**src/hdl/dgsp_pkg.sv**
```systemverilog
// Shared types, constants and the digit font for the glyph to strip pixel block.
`default_nettype none
package dgsp_pkg;

  localparam int unsigned GLYPH_W = 3;
  localparam int unsigned GLYPH_H = 5;
  localparam int unsigned GLYPH_CELLS = GLYPH_W * GLYPH_H;

  localparam logic [7:0] LEVEL_ON = 8'd250;
  localparam logic [3:0] MAX_DIGIT = 4'd9;

  // Configuration register indexes.
  localparam logic [1:0] REG_COLUMN_HEIGHT = 2'd0;
  localparam logic [1:0] REG_BASE_INDEX    = 2'd1;
  localparam logic [1:0] REG_NUM_PIXELS    = 2'd2;

  localparam int unsigned CFG_DATA_W = 14;

  typedef struct packed {
    logic [3:0] digit;
    logic [5:0] origin_col;
    logic [5:0] origin_row;
    logic       lit;
  } in_t;

  typedef struct packed {
    logic signed [14:0] pixel_index;
    logic [7:0]         level;
    logic               on_strip;
    logic               last;
  } out_t;

  typedef struct packed {
    logic [6:0]  column_height;
    logic [12:0] base_index;
    logic [13:0] num_pixels;
  } cfg_t;

  // One queued draw job: the glyph cells in raster order, top left cell in the MSB.
  typedef struct packed {
    logic [GLYPH_CELLS-1:0] mask;
    logic [5:0]             origin_col;
    logic [5:0]             origin_row;
    logic                   lit;
  } job_t;

  // Glyph rows top first, three bits each with the left pixel high.
  function automatic logic [GLYPH_CELLS-1:0] glyph_mask(input logic [3:0] digit);
    logic [GLYPH_CELLS-1:0] m;
    case (digit)
      4'd0:    m = {3'd7, 3'd5, 3'd5, 3'd5, 3'd7};
      4'd1:    m = {3'd2, 3'd2, 3'd2, 3'd2, 3'd2};
      4'd2:    m = {3'd7, 3'd1, 3'd7, 3'd4, 3'd7};
      4'd3:    m = {3'd7, 3'd1, 3'd7, 3'd1, 3'd7};
      4'd4:    m = {3'd5, 3'd5, 3'd7, 3'd1, 3'd1};
      4'd5:    m = {3'd7, 3'd4, 3'd7, 3'd1, 3'd7};
      4'd6:    m = {3'd7, 3'd4, 3'd7, 3'd5, 3'd7};
      4'd7:    m = {3'd7, 3'd1, 3'd1, 3'd1, 3'd1};
      4'd8:    m = {3'd7, 3'd5, 3'd7, 3'd5, 3'd7};
      4'd9:    m = {3'd7, 3'd5, 3'd7, 3'd1, 3'd7};
      default: m = '0;
    endcase
    return m;
  endfunction

endpackage
`default_nettype wire

```
**src/hdl/digit_glyph_to_serpentine_pixels_top.sv**
```systemverilog
// Top level of the digit glyph to serpentine strip pixel block.
//
//   channel  ports                           handshake
//   in       start, busy, in_data            beat when start high and busy low
//   out      out_strobe, out_data            beat on every cycle out_strobe is high
//   cfg      cfg_valid, cfg_ready, cfg_index, cfg_data   beat on valid and ready
//
// A draw command sits in the two entry queue until the scanner takes it; the scanner
// then loads it and scans one glyph cell per cycle up to the last set cell. Each
// pixel is registered on its way out. busy is high while the queue holds two jobs.
// Results cannot be stalled.
// Reset restores column height 21, base index 420 and strip length 441 and empties
// the queue.
`default_nettype none
module digit_glyph_to_serpentine_pixels_top (
  input  wire logic          clk,
  input  wire logic          rst_n,
  input  wire logic          start,
  output logic               busy,
  input  wire dgsp_pkg::in_t in_data,
  output logic               out_strobe,
  output dgsp_pkg::out_t     out_data,
  input  wire logic          cfg_valid,
  output logic               cfg_ready,
  input  wire logic [1:0]    cfg_index,
  input  wire logic [13:0]   cfg_data
);
  import dgsp_pkg::*;

  cfg_t cfg_r, cfg_nxt;
  logic q_full, q_empty, push, pop;
  job_t push_job, pop_job;

  assign cfg_ready = 1'b1;

  always_comb begin
    cfg_nxt = cfg_r;
    if (cfg_valid) begin
      case (cfg_index)
        REG_COLUMN_HEIGHT: cfg_nxt.column_height = cfg_data[6:0];
        REG_BASE_INDEX:    cfg_nxt.base_index    = cfg_data[12:0];
        REG_NUM_PIXELS:    cfg_nxt.num_pixels    = cfg_data[13:0];
        default:           cfg_nxt = cfg_r;
      endcase
    end
  end

  always_ff @(posedge clk) begin
    if (!rst_n) begin
      cfg_r.column_height <= 7'd21;
      cfg_r.base_index    <= 13'd420;
      cfg_r.num_pixels    <= 14'd441;
    end else begin
      cfg_r <= cfg_nxt;
    end
  end

  dgsp_front u_front (
    .start    (start),
    .in_data  (in_data),
    .q_full   (q_full),
    .busy     (busy),
    .push     (push),
    .push_job (push_job)
  );

  dgsp_queue u_queue (
    .clk      (clk),
    .rst_n    (rst_n),
    .push     (push),
    .push_job (push_job),
    .pop      (pop),
    .pop_job  (pop_job),
    .full     (q_full),
    .empty    (q_empty)
  );

  dgsp_back u_back (
    .clk        (clk),
    .rst_n      (rst_n),
    .cfg        (cfg_r),
    .q_empty    (q_empty),
    .pop_job    (pop_job),
    .pop        (pop),
    .out_strobe (out_strobe),
    .out_data   (out_data)
  );

endmodule
`default_nettype wire

```
**src/hdl/dgsp_front.sv**
```systemverilog
// Front end: takes draw commands, drops non-digits and looks up the glyph.
`default_nettype none
module dgsp_front (
  input  wire logic          start,
  input  wire dgsp_pkg::in_t in_data,
  input  wire logic          q_full,
  output logic               busy,
  output logic               push,
  output dgsp_pkg::job_t     push_job
);
  import dgsp_pkg::*;

  logic accept;

  assign busy   = q_full;
  assign accept = start && !q_full;

  // Codes above nine have no glyph and are consumed without a job.
  assign push = accept && (in_data.digit <= MAX_DIGIT);

  always_comb begin
    push_job.mask       = glyph_mask(in_data.digit);
    push_job.origin_col = in_data.origin_col;
    push_job.origin_row = in_data.origin_row;
    push_job.lit        = in_data.lit;
  end

endmodule
`default_nettype wire

```
**src/hdl/dgsp_queue.sv**
```systemverilog
// Two entry job queue between the front end and the scanner.
`default_nettype none
module dgsp_queue (
  input  wire logic           clk,
  input  wire logic           rst_n,
  input  wire logic           push,
  input  wire dgsp_pkg::job_t push_job,
  input  wire logic           pop,
  output dgsp_pkg::job_t      pop_job,
  output logic                full,
  output logic                empty
);
  import dgsp_pkg::*;

  job_t       mem_r [2];
  logic       wptr_r, wptr_nxt;
  logic       rptr_r, rptr_nxt;
  logic [1:0] count_r, count_nxt;

  assign full    = (count_r == 2'd2);
  assign empty   = (count_r == 2'd0);
  assign pop_job = mem_r[rptr_r];

  always_comb begin
    wptr_nxt  = push ? ~wptr_r : wptr_r;
    rptr_nxt  = pop ? ~rptr_r : rptr_r;
    count_nxt = count_r;
    if (push && !pop) begin
      count_nxt = count_r + 2'd1;
    end else if (pop && !push) begin
      count_nxt = count_r - 2'd1;
    end
  end

  always_ff @(posedge clk) begin
    if (!rst_n) begin
      wptr_r  <= 1'b0;
      rptr_r  <= 1'b0;
      count_r <= 2'd0;
    end else begin
      wptr_r  <= wptr_nxt;
      rptr_r  <= rptr_nxt;
      count_r <= count_nxt;
    end
  end

  always_ff @(posedge clk) begin
    if (push) begin
      mem_r[wptr_r] <= push_job;
    end
  end

endmodule
`default_nettype wire

```
**src/hdl/dgsp_back.sv**
```systemverilog
// Back end: scans one glyph cell per cycle and emits a pixel for each set cell.
`default_nettype none
module dgsp_back (
  input  wire logic           clk,
  input  wire logic           rst_n,
  input  wire dgsp_pkg::cfg_t cfg,
  input  wire logic           q_empty,
  input  wire dgsp_pkg::job_t pop_job,
  output logic                pop,
  output logic                out_strobe,
  output dgsp_pkg::out_t      out_data
);
  import dgsp_pkg::*;

  logic                   active_r, active_nxt;
  logic [GLYPH_CELLS-1:0] mask_r, mask_nxt;
  logic [1:0]             dc_r, dc_nxt;
  logic [2:0]             dr_r, dr_nxt;
  logic [5:0]             col_r, row_r;
  logic                   lit_r;
  logic                   strobe_r, strobe_nxt;
  out_t                   data_r, data_nxt;

  logic [6:0]         cur_col, cur_row, even_col;
  logic [13:0]        prod;
  logic signed [15:0] base_s, row_s, prod_s, idx_s;
  logic               cell_set, rest_empty, on_strip;

  assign pop = !active_r && !q_empty;

  always_comb begin
    cur_col  = {1'b0, col_r} + {5'd0, dc_r};
    cur_row  = {1'b0, row_r} + {4'd0, dr_r};
    // Odd columns run up from the top of the even column to their left.
    even_col = {cur_col[6:1], 1'b0};
    prod     = {7'd0, even_col} * {7'd0, cfg.column_height};
    base_s   = $signed({3'b000, cfg.base_index});
    row_s    = $signed({9'd0, cur_row});
    prod_s   = $signed({2'b00, prod});
    if (cur_col[0]) begin
      idx_s = base_s - 16'sd1 - row_s - prod_s;
    end else begin
      idx_s = base_s + row_s - prod_s;
    end
    on_strip = !idx_s[15] && (idx_s[14:0] < {1'b0, cfg.num_pixels});

    cell_set   = mask_r[GLYPH_CELLS-1];
    rest_empty = (mask_r[GLYPH_CELLS-2:0] == '0);

    data_nxt.pixel_index = idx_s[14:0];
    data_nxt.level       = lit_r ? LEVEL_ON : 8'd0;
    data_nxt.on_strip    = on_strip;
    data_nxt.last        = rest_empty;
  end

  always_comb begin
    active_nxt = active_r;
    mask_nxt   = mask_r;
    dc_nxt     = dc_r;
    dr_nxt     = dr_r;
    strobe_nxt = 1'b0;
    if (active_r) begin
      strobe_nxt = cell_set;
      mask_nxt   = {mask_r[GLYPH_CELLS-2:0], 1'b0};
      if (dc_r == 2'(GLYPH_W - 1)) begin
        dc_nxt = 2'd0;
        dr_nxt = dr_r + 3'd1;
      end else begin
        dc_nxt = dc_r + 2'd1;
      end
      // Stop as soon as no set cell remains further down the glyph.
      if (rest_empty) begin
        active_nxt = 1'b0;
      end
    end else if (pop) begin
      active_nxt = 1'b1;
      mask_nxt   = pop_job.mask;
      dc_nxt     = 2'd0;
      dr_nxt     = 3'd0;
    end
  end

  always_ff @(posedge clk) begin
    if (!rst_n) begin
      active_r <= 1'b0;
      strobe_r <= 1'b0;
    end else begin
      active_r <= active_nxt;
      strobe_r <= strobe_nxt;
    end
  end

  always_ff @(posedge clk) begin
    mask_r <= mask_nxt;
    dc_r   <= dc_nxt;
    dr_r   <= dr_nxt;
    data_r <= data_nxt;
    if (pop) begin
      col_r <= pop_job.origin_col;
      row_r <= pop_job.origin_row;
      lit_r <= pop_job.lit;
    end
  end

  assign out_strobe = strobe_r;
  assign out_data   = data_r;

endmodule
`default_nettype wire

```
**config.mk**
```make
export PLATFORM = sky130hd
export DESIGN_NAME = digit_glyph_to_serpentine_pixels_top
export DESIGN_NICKNAME = d
export VERILOG_FILES = /design/src/hdl/dgsp_pkg.sv /design/src/hdl/digit_glyph_to_serpentine_pixels_top.sv /design/src/hdl/dgsp_front.sv /design/src/hdl/dgsp_queue.sv /design/src/hdl/dgsp_back.sv
export SDC_FILE = /design/constraint.sdc
export NUM_CORES = 1
export LEC_CHECK = 0
export BUFFER_PORTS_ARGS = -buffer_cell sky130_fd_sc_hd__buf_2
export CAP_MARGIN = 25
export CORE_MARGIN = 8
export CORE_UTILIZATION = 30
export CTS_BUF_LIST = sky130_fd_sc_hd__clkbuf_8
export DETAILED_ROUTE_END_ITERATION = 8
export PLACE_DENSITY = 0.54
export SLEW_MARGIN = 20
export SYNTH_ARGS = -nofsm -noshare
export SYNTH_HDL_FRONTEND = slang
export SYNTH_HIERARCHICAL = 1
export SYNTH_SLANG_ARGS = --single-unit
```
**constraint.sdc**
```tcl
create_clock -name clk -period 15.7 [get_ports clk]
set_input_delay 3.14 -clock clk [delete_from_list [all_inputs] [get_ports clk]]
set_output_delay 3.14 -clock clk [all_outputs]
set_load 0.03 [all_outputs]
```
# --- Yosys cells after proc, flatten, opt, wreduce, memory -nomap -nowiden ---
# Memories as Yosys holds them, arrays and structs flattened. A register that Yosys moved wholly into a read port is not among the register bits.
# Cells that the tools add are included.
word_totals:
  reg_bits: 98
  latchBits: 0
  ramBits: 56
  mem_bits_ro: 240
  input_bits: 37
  wordCells: 83
  n_memories: 2
classes:
  add_sub_neg: 11
  mul: 1
  div_mod_pow: 0
  magnitude_cmp: 2
  eq_ne: 5
  shift: 0
  muxes: 19
  n_bitwise: 2
  n_reduce_logical: 22
memory_table:
  columns: ["memory", "depth", "word_bits", "rd", "rd_ports_with_merged_regs", "wr", "line_no", "source"]
  rows:
  - ["(no name shown)", 16, 15, 1, 0, 0, "dgsp_pkg.sv:50", "case (digit)"]
  - ["u_queue.mem_r", 2, 28, 1, 1, 1, "dgsp_queue.sv:15", "job_t mem_r [2];"]
ops:
  columns: ["op", "n"]
  rows:
  - ["$sub 16x15->16", 2]
  - ["$mux 15", 2]
  - ["$mux 16", 1]
  - ["$sub 16x8->16", 1]
  - ["$lt 15x14->1", 1]
  - ["$add 13x7->14", 1]
  - ["$logic_not 14->1", 1]
  - ["$sub 13x1->14 const B", 1]
  - ["$mul 6x7->13", 1]
  - ["$mux 2", 5]
  - ["$reduce_and 2->1", 5]
  - ["$mux 3", 3]
  - ["$mux 8", 1]
  - ["$add 6x2->7", 1]
  - ["$add 6x3->7", 1]
  - ["$mux 1", 7]
  - ["$eq 2x2->1 const B", 3]
  - ["$logic_and 1x1->1", 6]
  - ["$logic_not 1->1", 6]
  - ["$add 2x1->2 const B", 2]
  - ["$le 4x4->1 const B", 1]
  - ["$logic_not 2->1", 2]
  - ["$reduce_bool 2->1", 2]
  - ["$add 3x1->3 const B", 1]
  - ["4 further kinds", 5]

# --- Longest topological paths before layout ---
depth:
  depth_word: 8
  depth_mapped: 31

# --- By module ---
# The synthesis kept the hierarchy.
by_module_without_submodules:
  columns: ["module", "instances", "cells_per_inst", "area_each_um2", "seq_area_each_um2"]
  rows:
  - ["dgsp_back", 1, 611, 5677.9, 1381.3]
  - ["dgsp_queue", 1, 109, 2243.4, 1781.7]
  - ["digit_glyph_to_serpentine_pixels_top", 1, 138, 1382.6, 680.7]
  - ["dgsp_front", 1, 54, 375.4, 0.0]

# --- Worst setup path after synthesis ---
# OpenSTA, ideal clock, no wires.
synth_timing:
  path_kind: "reg2reg"
  start: "register u_back.dc_r[0]"
  end: "register u_back.data_r (netlist bit u_back/out_data[1])"
  setup_ns: 0.086
  t_arrival_ns: 6.355
  t_required_ns: 15.614
  slack_ns: 9.259
  stages_incl_launch_ff: 28
  n_path_buf: 1
  period_less_slack_ns: 6.441
  cell_sequence: "edfxtp_1 -> ha_1 -> fa_1 -> nand3_1 -> xnor2_1 -> nand2_1 -> fa_1 -> fa_1 -> fa_1 -> inv_1 -> ha_1 -> xor2_1 -> fa_1 -> inv_1 -> ha_1 -> buf_6 -> and3_1 -> a22o_1 -> or3_1 -> a21oi_1 -> xnor2_1 -> nand2_1 -> o21ai_1 -> ha_1 -> a21oi_1 -> o21a_1 -> o211ai_1 -> a211oi_1"
synth_rtl:
  columns: ["item", "line_no", "source"]
  rows:
  - ["from (decl)", "dgsp_back.sv:17", "logic [1:0] dc_r, dc_nxt;"]
  - ["from (signal assigned)", "dgsp_back.sv:95", "dc_r <= dc_nxt;"]
  - ["to (signal assigned)", "dgsp_back.sv:97", "data_r <= data_nxt;"]
  - ["to (decl)", "dgsp_back.sv:22", "out_t data_r, data_nxt;"]

==> metrics.txt <==
total die area 38270 µm²; RSZ-0062 raised after global routing no; post-synthesis cell count 912; cell area after placement 10200 µm²; top cell type's share of synthesized area 27.30%; root buffer cell clkbuf_8; WL final 20.61 mm; final hold violations 0; Placeable Area 31640 µm²; design area 10580 µm²; Post-Syn Area per Cell 10.61 µm²; # port buffers 61; Tcrit/Tclk final 46.17%; Clock Skews 0.01892 ns; setup TNS after final layout 0 ns; Worst Hold Path Cells 0; # DRC 0; Die W 195.6 µm; Critical Path Source Type flop; share of cells above drive strength 1 15.18%; CTS resizes 0; Worst Path Arrival 7.61 ns; Post-DRT Antenna Nets 0; detailed placement HPWL 15.79 mm; CTS buffer count 17; Clock Sinks 148; pins over their slew limit 0; max cap viols 0; vias in the first global route 6423; critical path type reg2reg; # hold bufs at CTS 0; Yosys warnings 6; Global Route Usage Sum 10.85%; Detailed Routing Iterations Pass 1 4; layout overhead on the synthesized area 9.307%; routed vias 6285; # nets final 1103; status completed; diode count 0; area leader, netlist edfxtp_1; Min-Delay Startpoint u_back/lit_r$_DFFE_PP_; CTS tree done; initial core utilization 30.60%; EDFF count, synth 88; Least-Margin Pin Slew 0.8431 ns; CP peak stage delay 0.55 ns; Max Root-Sink Buffers 2; FF+latch count, synth 148; Finish-stage setup viols 0; worst reg2reg startpoint u_back/dc_r[1]$_SDFFCE_PP0P_; Final GP Congestion 0.8379; minimum clock period 7.249 ns; Clock Latency Late Sink 0.46 ns; CP Capture Type flop; H-tree depth 4; reg2reg path depth 29; CTS clk-pin slew, worst paths 0.10 ns; GRT Residual Overflow 0; dpl ws 8.457 ns; I/O pins 65; leading post-synthesis cells by cell area edfxtp_1 27%, dfxtp_1 12%, ha_1 11%; Setup Fix Bufs, Post-CTS 0; row cnt 65; register area share after synthesis 39.71%; slew margin rel. 43.79%; FMAX 137.9 MHz; reg-to-reg endpoint u_back/out_data[1]$_DFF_P_; die height 195.6 µm; Fillers 3221; worst reg2reg setup slack 8.45 ns; DRT iter0 DRCs 305; Post-synth top flop edfxtp_1; DR WL/cell 15.11 µm; initial antenna violation count 1; Post-synth ARST share 0%; Unique masters post-synth 69; pin count of the biggest net entering global routing 60; Hold EP u_back/out_data[8]$_DFF_P_; Worst Slack Setup Final 8.451 ns; Worst path slowest cell fa_1; post-synthesis instance area 9679 µm²; CP most frequent cell ha_1; Via-to-Cell Ratio 4.608; worst-path fanout max 7; Required @ worst endpoint 16.06 ns; first-pass GRT wire length 33.25 mm; HP Class reg2reg
synthesized netlist by cell type (3+ instances only):
master / n
a21oi_1: 33
xnor2_1: 39
xor2_1: 22
mux2i_1: 36
nand4_1: 5
o211ai_1: 3
a22o_1: 16
buf_4: 26
clkbuf_1: 10
a21o_1: 17
buf_6: 7
buf_2: 5
nand2_1: 81
o21ai_1: 8
and3_1: 4
nor2_1: 37
mux2_2: 28
dfxtp_1: 60
nand3_1: 6
fa_1: 35
o21ai_0: 20
o21bai_1: 4
nand2b_1: 9
inv_1: 92
ha_1: 82
nor2b_1: 30
a211oi_1: 6
o21a_1: 8
edfxtp_1: 88
and2_1: 31
a31oi_1: 4
nor3_1: 8
nor4_1: 4
worst max-delay path: cells and delay by family, from the launching register on:
family	cells	cell delay, ns
buffers and inverters	1	0.04
AOI/OAI and AO/OA	12	1.95
and+or+nand+nor	5	0.85
adders and majority gates	7	2.89
DFF	1	0.45
xor gates and xnor gates	4	0.99
metal layers:
metal  track usage, %  wire length [µm]
met5                0                13
met3            2.596               698
met1            14.00             10010
met2            17.81              9654
met4            3.172               236
flip-flops by register name, indices dropped and copies added (netlist names), 2 cells and up, named ones only:
| name | flops |
|---|---|
| cfg_r | 34 |
| u_queue/mem_r | 56 |
| u_back/dr_r | 3 |
| u_back/row_r | 6 |
| u_back/col_r | 6 |
| u_back/out_data | 18 |
| u_queue/count_r | 2 |
| u_back/mask_r | 15 |
| u_back/dc_r | 2 |
cells in the final DEF (no fill, tap or decap), types with 5 or more instances in the layout:
cell      synthesis  routed
o21a_1            8       8
nand4_1           5       5
and2_1           31      31
xor2_1           22      22
nand2_1          81      81
ha_1             82      82
edfxtp_1         88      88
mux2i_1          36      36
fa_1             35      35
buf_4            26       6
nor2b_1          30      29
buf_2             5      61
inv_1            92      93
nor2_1           37      36
clkbuf_8          0      17
o21ai_0          20      20
a22o_1           16      16
xnor2_1          39      39
nor3_1            8       8
nand2b_1          9       9
a21o_1           17      17
a211oi_1          6       6
nand3_1           6       6
dfxtp_1          60      60
a21oi_1          33      33
mux2_2           28      28
o21ai_1           8       8
logic make-up (layout without fill, tap and decap cells):
kind of cell	count (synthesis)	in the layout	share of synthesized area, %
buf+inv	142	191	7.123
other cells	2	3	0.07759
mux	64	64	6.980
simple gates	240	240	13.00
fa+ha+maj	117	117	17.84
xor+xnor	61	61	5.520
compound gates	138	138	9.747
flops	148	148	39.71
how the worst max path moves through the flow:
stage	end	slack, ns	cells past startpoint	from
after floorplan	u_back/out_data[1]$_DFF_P_	9.26	27	u_back/dc_r[0]$_SDFFCE_PP0P_
after global placement	u_back/out_data[1]$_DFF_P_	8.60	29	u_back/dc_r[1]$_SDFFCE_PP0P_
after detailed placement	u_back/out_data[1]$_DFF_P_	8.46	29	u_back/dc_r[0]$_SDFFCE_PP0P_
after CTS	u_back/out_data[1]$_DFF_P_	8.43	29	u_back/dc_r[1]$_SDFFCE_PP0P_
after global routing	u_back/out_data[1]$_DFF_P_	7.83	29	u_back/dc_r[1]$_SDFFCE_PP0P_
final	u_back/out_data[1]$_DFF_P_	8.45	29	u_back/dc_r[1]$_SDFFCE_PP0P_
per-stage QoR:
stage | util, % | cells | hold WS [ns]
2_1_floorplan | - | 913 | 0.3233
3_3_place_gp | 32.23 | 1332 | 0.3595
3_5_place_dp | 32.23 | 1332 | 0.3430
4_1_cts | 33.44 | 1364 | 0.3767
5_1_grt | 33.44 | 1364 | 0.3815
6_report | 33.44 | 1364 | 0.3670
area by class of cell:
cell class              count  area (µm²)  area share (%)
flip-flops and latches    148        3844           36.33
repair buffers             67       350.3           3.311
clock buffers              17       234.0           2.211
inverters                  92       345.3           3.264
well taps                 402       503.0           4.754
multi-input cells         623        5155           48.72
clock inverters            15       148.9           1.407
Power is left out: the tool's default activity adds up to more than one toggle a clock period on the data nets, which glitch-free logic cannot reach.
